`config.mk`:
```
export PLATFORM = sky130hd
export DESIGN_NAME = cmi_div_chain
export DESIGN_NICKNAME = d
export VERILOG_FILES = /design/src/sv/cmi_div_cell.sv /design/src/sv/cmi_div_chain.sv
export SDC_FILE = /design/constraint.sdc
export NUM_CORES = 1
export LEC_CHECK = 0
export ABC_AREA = 1
export BUFFER_PORTS_ARGS = -buffer_cell sky130_fd_sc_hd__buf_2
export CAP_MARGIN = 20
export CELL_PAD_IN_SITES_DETAIL_PLACEMENT = 0
export CELL_PAD_IN_SITES_GLOBAL_PLACEMENT = 1
export CORE_ASPECT_RATIO = 1.5
export CORE_MARGIN = 3
export CORE_UTILIZATION = 50
export DETAILED_ROUTE_END_ITERATION = 8
export GPL_TIMING_DRIVEN = 0
export PLACE_DENSITY_LB_ADDON = 0.15
export SLEW_MARGIN = 15
export SYNTH_ARGS = -nofsm -noshare
export SYNTH_HDL_FRONTEND = slang
export SYNTH_SLANG_ARGS = --single-unit
```
`constraint.sdc`:
```
create_clock -name clk -period 2.6 [get_ports clk]
set_input_delay 0.39 -clock clk [delete_from_list [all_inputs] [get_ports clk]]
set_output_delay 0.39 -clock clk [all_outputs]
set_load 0.01 [all_outputs]
```
`src/sv/cmi_div_cell.sv`:
```
`timescale 1ns / 1ps
`default_nettype none

module cmi_div_cell #(
    parameter int NW = 16,
    parameter int DW = 16,
    parameter int SW = 1
) (
    input  wire logic          clk,
    input  wire logic          rst_n,
    input  wire logic          en,
    input  wire logic          flush,
    input  wire logic          valid_in,
    input  wire logic [DW-1:0] rem_in,
    input  wire logic [NW-1:0] work_in,
    input  wire logic [DW-1:0] div_in,
    input  wire logic [SW-1:0] side_in,
    output logic               valid_out,
    output logic [DW-1:0]      rem_out,
    output logic [NW-1:0]      work_out,
    output logic [DW-1:0]      div_out,
    output logic [SW-1:0]      side_out
);

    logic          valid_reg;
    logic [DW-1:0] rem_reg;
    logic [DW-1:0] rem_next;
    logic [NW-1:0] work_reg;
    logic [NW-1:0] work_next;
    logic [DW-1:0] div_reg;
    logic [SW-1:0] side_reg;
    logic [DW:0]   trial;
    logic [DW:0]   diff;
    logic          take;

    // One restoring step: shift in the next dividend bit and try the divisor.
    always_comb
    begin
        trial     = {rem_in, work_in[NW-1]};
        diff      = trial - {1'b0, div_in};
        take      = (trial >= {1'b0, div_in});
        rem_next  = take ? diff[DW-1:0] : trial[DW-1:0];
        work_next = {work_in[NW-2:0], take};
    end

    // Valid bit of this cell.
    always_ff @(posedge clk or negedge rst_n)
    begin
        if (!rst_n)
        begin
            valid_reg <= 1'b0;
        end
        else if (flush)
        begin
            valid_reg <= 1'b0;
        end
        else if (en)
        begin
            valid_reg <= valid_in;
        end
    end

    // Payload of this cell.
    always_ff @(posedge clk)
    begin
        if (en)
        begin
            rem_reg  <= rem_next;
            work_reg <= work_next;
            div_reg  <= div_in;
            side_reg <= side_in;
        end
    end

    assign valid_out = valid_reg;
    assign rem_out   = rem_reg;
    assign work_out  = work_reg;
    assign div_out   = div_reg;
    assign side_out  = side_reg;

endmodule

`default_nettype wire

```
`src/sv/cmi_div_chain.sv`:
```
`timescale 1ns / 1ps
`default_nettype none

module cmi_div_chain #(
    parameter int NW = 16,
    parameter int DW = 16,
    parameter int SW = 1
) (
    input  wire logic          clk,
    input  wire logic          rst_n,
    input  wire logic          en,
    input  wire logic          flush,
    input  wire logic          valid_in,
    input  wire logic [NW-1:0] dividend,
    input  wire logic [DW-1:0] divisor,
    input  wire logic [SW-1:0] side_in,
    output logic               valid_out,
    output logic [NW-1:0]      quotient,
    output logic [DW-1:0]      remainder,
    output logic [SW-1:0]      side_out
);

    logic          valid_w [0:NW];
    logic [DW-1:0] rem_w   [0:NW];
    logic [NW-1:0] work_w  [0:NW];
    logic [DW-1:0] div_w   [0:NW];
    logic [SW-1:0] side_w  [0:NW];

    // Head of the row: the remainder starts at zero.
    assign valid_w[0] = valid_in;
    assign rem_w[0]   = '0;
    assign work_w[0]  = dividend;
    assign div_w[0]   = divisor;
    assign side_w[0]  = side_in;

    // One cell per quotient bit, most significant first.
    for (genvar k = 0; k < NW; k++)
    begin : g_cell
        cmi_div_cell #(
            .NW(NW),
            .DW(DW),
            .SW(SW)
        ) u_cell (
            .clk      (clk),
            .rst_n    (rst_n),
            .en       (en),
            .flush    (flush),
            .valid_in (valid_w[k]),
            .rem_in   (rem_w[k]),
            .work_in  (work_w[k]),
            .div_in   (div_w[k]),
            .side_in  (side_w[k]),
            .valid_out(valid_w[k+1]),
            .rem_out  (rem_w[k+1]),
            .work_out (work_w[k+1]),
            .div_out  (div_w[k+1]),
            .side_out (side_w[k+1])
        );
    end

    assign valid_out = valid_w[NW];
    assign quotient  = work_w[NW];
    assign remainder = rem_w[NW];
    assign side_out  = side_w[NW];

endmodule

`default_nettype wire

```
* After elaboration in Yosys (flattened, before gate mapping)
Index checks and enable logic that the tools add are counted.
** Cells by class
- Reductions and logical operators :: 1
- Add/subtract/negate cells :: 16
- Muxes and demuxes :: 48
- Magnitude comparators :: 16
** Operator list (number)
- 17-bit by 16-bit >= comparator with 1-bit output :: 15
- 16-bit 2-to-1 mux :: 15
- 16-bit subtractor :: 15
- 1-bit 2-to-1 mux :: 33
- 1-bit by 16-bit >= comparator with 1-bit output :: 1
- 1-bit by 16-bit subtractor with 16-bit output :: 1
- 2-bit nonzero test :: 1
** Storage, ports and cells
- Output and inout port bits :: 34
- Logic and storage cells :: 161
- Register bits after elaboration :: 784
- Input port bits :: 38

* Logic depth before layout (Yosys ltp)
Gate-level depths: netlist (run 1).
- Depth in word-level cells :: 2
- Depth in mapped cells :: 14
- Mapped depth without buffers :: 13

* Cells and area by module
Synthesis (run 1) repeated with hierarchy kept, for this count alone.
** Second synthesis, totals
- Cells, all modules :: 5149
- Area total of the unflattened synthesis :: 45566.2 µm²
** By module, submodules not included
- cmi_div_cell at g_cell[11].u_cell ... :: seq. area each 1496.4 µm², instances 11, cells an instance 322, area each 2830.2 µm²
- cmi_div_cell at g_cell[0].u_cell ... :: seq. area each 1496.4 µm², instances 4, cells an instance 318, area each 2871.5 µm²
- cmi_div_cell at g_cell[15].u_cell :: seq. area each 1496.4 µm², instances 1, cells an instance 334, area each 2944.1 µm²
- cmi_div_chain :: seq. area each 0.0 µm², instances 1, cells an instance 1, area each 3.8 µm²

* Worst setup path after synthesis (run 1)
OpenSTA, ideal clock, no wires.
- Path type :: flip-flop to flip-flop
- Start point :: reg g_cell[5].u_cell.rem_reg[10]
- End point :: reg g_cell[6].u_cell.rem_reg[4], data pin
- Setup slack :: 0.722 ns
- Path buffers :: 1
- Setup time :: 0.252 ns
- Arrival :: 1.625 ns
- Clock period less this slack :: 1.878 ns
- Stages on the path, launching flop included :: 12
- Required time :: 2.348 ns
- Path through :: edfxtp_1 ha_1 nand2_2 inv_2 nand2_1 nand2_1 and3_1 nor2_4 nand2_4 buf_6 nand2_1 nand2_1
** On the way
- Longest elaborated chain between the ends :: 2
** Ends and longest elaborated chain
- start: declaration :: line cmi_div_cell.sv:26 : logic [DW-1:0] rem_reg;
- start signal: assignment :: line cmi_div_cell.sv:68 : rem_reg <= rem_next;
- 17-bit by 16-bit >= comparator with 1-bit output :: line cmi_div_cell.sv:41 : take = (trial >= {1'b0, div_in});
- via g_cell[6].u_cell.take :: line cmi_div_cell.sv:34 : logic take;
- 16-bit 2-to-1 mux :: line cmi_div_cell.sv:42 : rem_next = take ? diff[DW-1:0] : trial[DW-1:0];
- via g_cell[6].u_cell.rem_next[4] :: line cmi_div_cell.sv:27 : logic [DW-1:0] rem_next;
- end signal: assignment :: line cmi_div_cell.sv:68
- end: declaration :: line cmi_div_cell.sv:26
The timed path passes the listed nets, and every way through them passes these cells.
A chain may end at the register's enable or synchronous reset.

* Worst setup path after layout (run 1)
- Start point :: reg g_cell[6].u_cell.div_reg[3]
- End point :: reg g_cell[7].u_cell.rem_reg[11], data pin
** On the way
- Longest elaborated chain between the ends :: 2
- Elaborated cells on any way between the ends :: 3
- Classes of those cells :: 1 x add/sub; 1 x order compare; 1 x mux
** Ends and longest elaborated chain
- start: declaration :: line cmi_div_cell.sv:30 : logic [DW-1:0] div_reg;
- start signal: assignment :: line cmi_div_cell.sv:70 : div_reg <= div_in;
- 17-bit by 16-bit >= comparator with 1-bit output :: line cmi_div_cell.sv:41
- via g_cell[7].u_cell.take :: line cmi_div_cell.sv:34
- 16-bit 2-to-1 mux :: line cmi_div_cell.sv:42
- via g_cell[7].u_cell.rem_next[11] :: line cmi_div_cell.sv:27
- end signal: assignment :: line cmi_div_cell.sv:68
- end: declaration :: line cmi_div_cell.sv:26
The timed path passes the listed nets, and every way through them passes these cells.

==> results of run 1 <==
[how the worst max path moves through the flow]
stage                             startpoint                            end  slack, ps  cells after the start
2_1_floorplan   g_cell[5].u_cell.rem_out[10]    g_cell[6].u_cell.rem_out[4]        720                     11
3_3_place_gp                              en    g_cell[11].u_cell.valid_out     -12040                      3
3_5_place_dp                              en   g_cell[9].u_cell.work_out[1]       -300                      5
4_1_cts          g_cell[7].u_cell.div_out[2]   g_cell[8].u_cell.rem_out[10]        110                     14
5_1_grt        g_cell[12].u_cell.div_out[12]  g_cell[13].u_cell.rem_out[10]          7                     12
6_report         g_cell[6].u_cell.div_out[3]   g_cell[7].u_cell.rem_out[11]        160                     13
[synth_stat cells (all sizes together), types with 6 or more instances]
cell    instances
fa             15
o21ai          11
inv           968
and2           14
nor4            8
o21bai         10
nand3b         33
nor2          223
nand4          62
xor2           71
nand2        1879
o21a           13
a31oi           7
a21oi         132
dfrtp          16
xnor2          21
buf            48
nor3           36
edfxtp        768
ha            242
and3            6
nand3         414
or2             9
clkbuf          8
o22ai          15
[cells in the final DEF (no fill, tap or decap), types with 71 or more instances in the layout]
cell type,synthesis,routed
ha_1,242,242
nand2_1,1825,1825
a21oi_1,132,132
xor2_1,71,71
nor2_1,188,188
buf_2,14,84
edfxtp_1,768,768
nand3_1,392,392
clkbuf_16,0,81
inv_1,955,955
[worst reg2reg max path, delay by kind of cell, from the launching register on]
family        cells  cell delay (ps)
flops             1              470
fa+ha+maj         1              360
buf+inv           3              290
simple gates      9             1040
[repair_timing]
item                       in CTS  in global routing
resized for setup               0                  1
setup endpoints to repair       0                  1
hold buffers                   35                  0
hold endpoints to repair       49                  0
[state kept, by name (all words and copies together), names as in the netlist]
signal / count
g_cell.u_cell.div_out: 240
g_cell.u_cell.valid_out: 16
g_cell.u_cell.side_out: 16
g_cell.u_cell.rem_out: 256
g_cell.u_cell.work_out: 256
[cell families (layout without fill, tap and decap cells)]
family                     Yosys count  count (layout)  synth area share, %
AOI/OAI and AO/OA                  191             191                 2.43
xor gates and xnor gates            92              92                 1.82
adders and majority gates          257             257                 7.51
buffers and inverters             1025            1285                 9.21
DFF                                784             784                 52.9
and+or+nand+nor                   2684            2684                 26.1
[cell type report]
cell class	count	share of cell area (%)
Sequential cell	784	47.5
Multi-Input combinational cell	3224	34.0
Inverter	969	7.36
Clock buffer	84	4.12
Tap cell	1147	2.90
Timing Repair Buffer	115	1.90
Clock inverter	61	1.34
Buffer	56	0.901
[metal layers]
layer	GRT usage, %	wire length (um)
met1	25.1	40900
met2	46.4	59800
met3	2.27	2720
met4	13.9	6590
met5	0	0
[report_power, final]
group          switching [mW]  total, mW  internal (mW)
Combinational            14.9       22.6           7.77
Sequential               1.68       19.1           17.4
Clock                    5.05       11.8           6.77
Total                    21.6       53.6           32.0
[through the flow]
stage / setup WS [ps] / std cells / util (%)
5_1_grt: 6.76 / 6440 / 56.2
4_1_cts: 109 / 6439 / 56.2
6_report: 158 / 6440 / 56.2
3_3_place_gp: -12040 / 6251 / 52.5
2_1_floorplan: 722 / 5033 / -
3_5_place_dp: -303 / 6259 / 52.8
==> summary.txt, run 1 <==
Synth Net Count: 5,328
top_reg_cell synth: edfxtp_1
chip width: 249 um
Reg area: 23,500 um^2
post-route minimum period: 2440 ps
Hold Path End: g_cell[2].u_cell.work_out[8]
period utilisation layout: 93.9%
total power: 53.6 mW
area of the die: 92,300 um^2
delay-heaviest family, CP: simple AND/OR/NAND/NOR gates
syn_area_per_cell: 8.81 um^2
H-tree Lvls: 3
WS Path Type: flip-flop to flip-flop
Slowest Stage Delay on Critical Path: 470 ps
CTS tree: built
Hold Path Stages: 1
synthesis-to-finish area growth: 11.5%
cell mode on critical path: nand2_1
Via-to-Cell Ratio: 4.97
first-pass GRT wire length: 171,000 um
worst-skew pair later-pin latency: 680 ps
PD cells: 1080 nW/um^2
CP bufs+invs: 3
startpoint types: flip-flop
Final Instance Area: 49,400 um^2
diode count: 0
global route overflow: 0
MaxCap Viol Count: 0
synthesized instance count: 5,033
worst hold margin: 101 ps
Worst-Margin Slew: 725 ps
worst-path maximum fanout: 10
DIE HEIGHT: 371 um
worst min path class: input port to flip-flop
Yosys reg bits: 784
# rows: 133
largest net degree at the start of global routing: 111
Yosys top cell by area: edfxtp_1
Routed WL: 110,000 um
DRT iter0 DRCs: 1,637
FFs w/ async S/R, synth: 2.04%
Final ANT Viol Nets: 0
area of the multi-input gates: 16,800 um^2
Slew Viols, Final: 0
Post-Syn Area: 44,300 um^2
HP Start: en
placed wire-length estimate: 86,700 um
Nets: 5,525
Reg clk slew, reported paths: 60 ps
gpl congestion: 0.945
clk root buf: clkbuf_16
Max VDD drop: 887 uV
vias in the first global route: 31,500
Pre-Repair DR Iteration Count: 7
I/O pin total: 72
Vias: 32,000
FF-to-FF Start: g_cell[6].u_cell.div_out[3]
worst reg2reg path depth: 13
Seq/Total Area, Yosys: 52.9%
Max clock buf depth: 3
Post-synth EDFFs: 768
initial antenna violation count: 0
effective utilization at floorplan: 50.4%
Yosys top cell area share: 52.0%
Critical Path AT: 2820 ps
skew final: 20.9 ps
Area contributors post-synth: edfxtp_1, nand2_1, inv_1, ha_1, nand3_1
gr usage total: 24.0%
outcome: finished, final reports clean
cts bufs inserted: 80
r2r endpoint: g_cell[7].u_cell.rem_out[11]
Setup Viol. Count Final: 0
Final TNS setup: 0 ps
DR DRC count: 0
Synth Warn #: 0
Buffers on Ports: 71
DR WL/cell: 17.1 um
WP data required: 2980 ps
leakage: 24.5 nW
postcts setup bufs: 0
DP Area: 46,400 um^2
RSZ-0062 raised after global routing: false
Hold Vio Cnt, Final: 0
R2R Setup Slk: 160 ps
clk sinks: 784
fmax: 409 MHz
relative slew slack: 51.4%
layout cells sized above 1: 7.69%
Critical Path Sink Type: flip-flop
Filler cells: 8,034
Worst path slowest cell: edfxtp_1
critical path cell sequence: inv_1 > ha_1 > nand2_1 > inv_1 > nand2_1 > nand3_1 > nand2_1 > nand3_2 > nand2_2 > nand2_4 > buf_6 > nand2_1 > nand2_1
area of the core: 87,900 um^2
library cells used by synthesis: 43
Power figures use the tool's default switching activity.
==> run 2, diff against run 1 <==
- SYNTH_HIERARCHICAL: default -> 1
==> run 2 against run 1 <==
Compared with the run above:
- non-clock buffer count fell by 5
- sequential power up 2%
- final cell count up 2.2%
- global-route usage decreased by 0.32 points
- design area rose by 1.9%
- critical path depth decreased by 1
- die area grew 1.7%
- clock skew is 10 ps higher
- combinational power up 10%
- clock power is essentially flat
- critical path type unchanged
- critical endpoint is now g_cell[4].u_cell/rem_out[0]
- highest routed layer unchanged
==> summary.txt, run 2 <==
synthesized instance count: 5,133
vias in the first global route: 31,900
HP Start: dividend[15]
skew final: 31.3 ps
Routed WL: 111,000 um
Max clock buf depth: 3
worst-skew pair later-pin latency: 680 ps
Slew Viols, Final: 0
most frequent cells in the layout: nand2_1, inv_1, edfxtp_1
H-tree Lvls: 3
Nets: 5,671
largest net degree at the start of global routing: 119
clk sinks: 784
synthesis-to-finish area growth: 11.7%
area of the die: 93,900 um^2
MaxCap Viol Count: 0
DRT iter0 DRCs: 1,775
Filler cells: 8,081
CTS tree: built
chip width: 251 um
DR WL/cell: 16.8 um
DP Area: 47,200 um^2
I/O pin total: 72
initial antenna violation count: 0
clk root buf: clkbuf_16
Max VDD drop: 647 uV
RSZ-0062 raised after global routing: false
# rows: 134
Post-Place Cells: 6,398
period utilisation layout: 96.2%
Critical Path AT: 2890 ps
Final Instance Area: 50,400 um^2
worst setup path startpoint: g_cell[3].u_cell/div_out[3]
Vias: 32,400
fmax: 400 MHz
PD cells: 1110 nW/um^2
Post-Syn Area: 45,100 um^2
WP data required: 2990 ps
cts bufs inserted: 78
Reg clk slew, reported paths: 60 ps
Via-to-Cell Ratio: 4.92
WS Path Type: flip-flop to flip-flop
leakage: 24.7 nW
placed wire-length estimate: 86,500 um
worst-path maximum fanout: 10
layout cells sized above 1: 7.96%
Setup Viol. Count Final: 0
startpoint types: flip-flop
Hold Vio Cnt, Final: 0
Non-Filler Instances: 6,584
post-route minimum period: 2500 ps
global route overflow: 0
FF-to-FF Start: g_cell[3].u_cell/div_out[3]
area of the core: 89,200 um^2
DIE HEIGHT: 374 um
Final ANT Viol Nets: 0
outcome: finished, final reports clean
effective utilization at floorplan: 50.5%
Synth Warn #: 6
worst min path class: input port to flip-flop
syn_area_per_cell: 8.78 um^2
Pre-Repair DR Iteration Count: 6
Worst-Margin Slew: 589 ps
first-pass GRT wire length: 172,000 um
gr usage total: 23.7%
DR DRC count: 0
Critical Path Sink Type: flip-flop
gpl congestion: 0.910
most common cell after layout, fill and taps aside: nand2_1
Buffers on Ports: 71
Final TNS setup: 0 ps
relative slew slack: 60.5%
[run 2: path summary, 6_finish.rpt]
path                            cells after the start  slack [ps]                       endpoint
min in group asynchronous                           2         160     g_cell[0].u_cell/valid_out
worst max register to register                     12         100    g_cell[4].u_cell/rem_out[0]
worst min register to register                      0         410  g_cell[9].u_cell/work_out[11]
worst max-delay path                               12         100    g_cell[4].u_cell/rem_out[0]
worst min-delay path                                3          90    g_cell[0].u_cell/rem_out[0]
max in group asynchronous                           2        2150     g_cell[5].u_cell/valid_out
[run 2: routing by layer]
layer / vias up / wire (um) / global-route usage (%)
met4: 0 / 5020 / 10.6
met3: 189 / 3460 / 2.69
li1: 16800 / - / -
met1: 14800 / 43900 / 27.2
met2: 563 / 58300 / 44.0
met5: - / 0 / 0
[run 2: stage by stage]
step	worst slack (ps)	utilization [%]	total power, mW	hold WS (ps)
2_1_floorplan	627	-	37.2	94.4
6_report	99.1	56.5	56.0	93.8
4_1_cts	37.4	56.4	56.5	29.0
3_3_place_gp	-10960	52.7	44.7	327
5_1_grt	5.09	56.5	60.5	98.8
3_5_place_dp	-1090	52.9	44.6	332
[run 2: cell type report]
cell class                      instances  area, um^2  area share [%]
Sequential cell                       784       23500            46.6
Timing Repair Buffer                  117        1030            2.04
Antenna cell                            1        2.50         0.00497
Tap cell                             1156        1450            2.87
Inverter                              981        3680            7.31
Clock inverter                         50         588            1.17
Multi-Input combinational cell       3350       17400            34.6
Clock buffer                           96        2090            4.16
Buffer                                 49         618            1.23
[run 2: critical path, cell delays in order (launching register included)]
cell and delay (ps):
edfxtp_1 550, inv_1 80, ha_1 340, nand2_1 140
inv_1 50, nand2_1 70, nand2_1 50, nand2_1 80
nand3_2 80, nand2_1 80, nand2_2 60, buf_6 150
o21ai_1 480
[run 2: where the power goes]
group	internal [mW]	switching [mW]
combinational	8.79	16.1
sequential	17.8	1.71
clock	6.50	5.11
total	33.1	22.9
[run 2: what timing repair did]
action	in CTS	in global routing
gates resized for setup	2	0
endpoints found under the setup margin	117	60
hold buffers	34	0
setup buffers	0	1
gates cloned	3	1
hold endpoints to repair	49	0
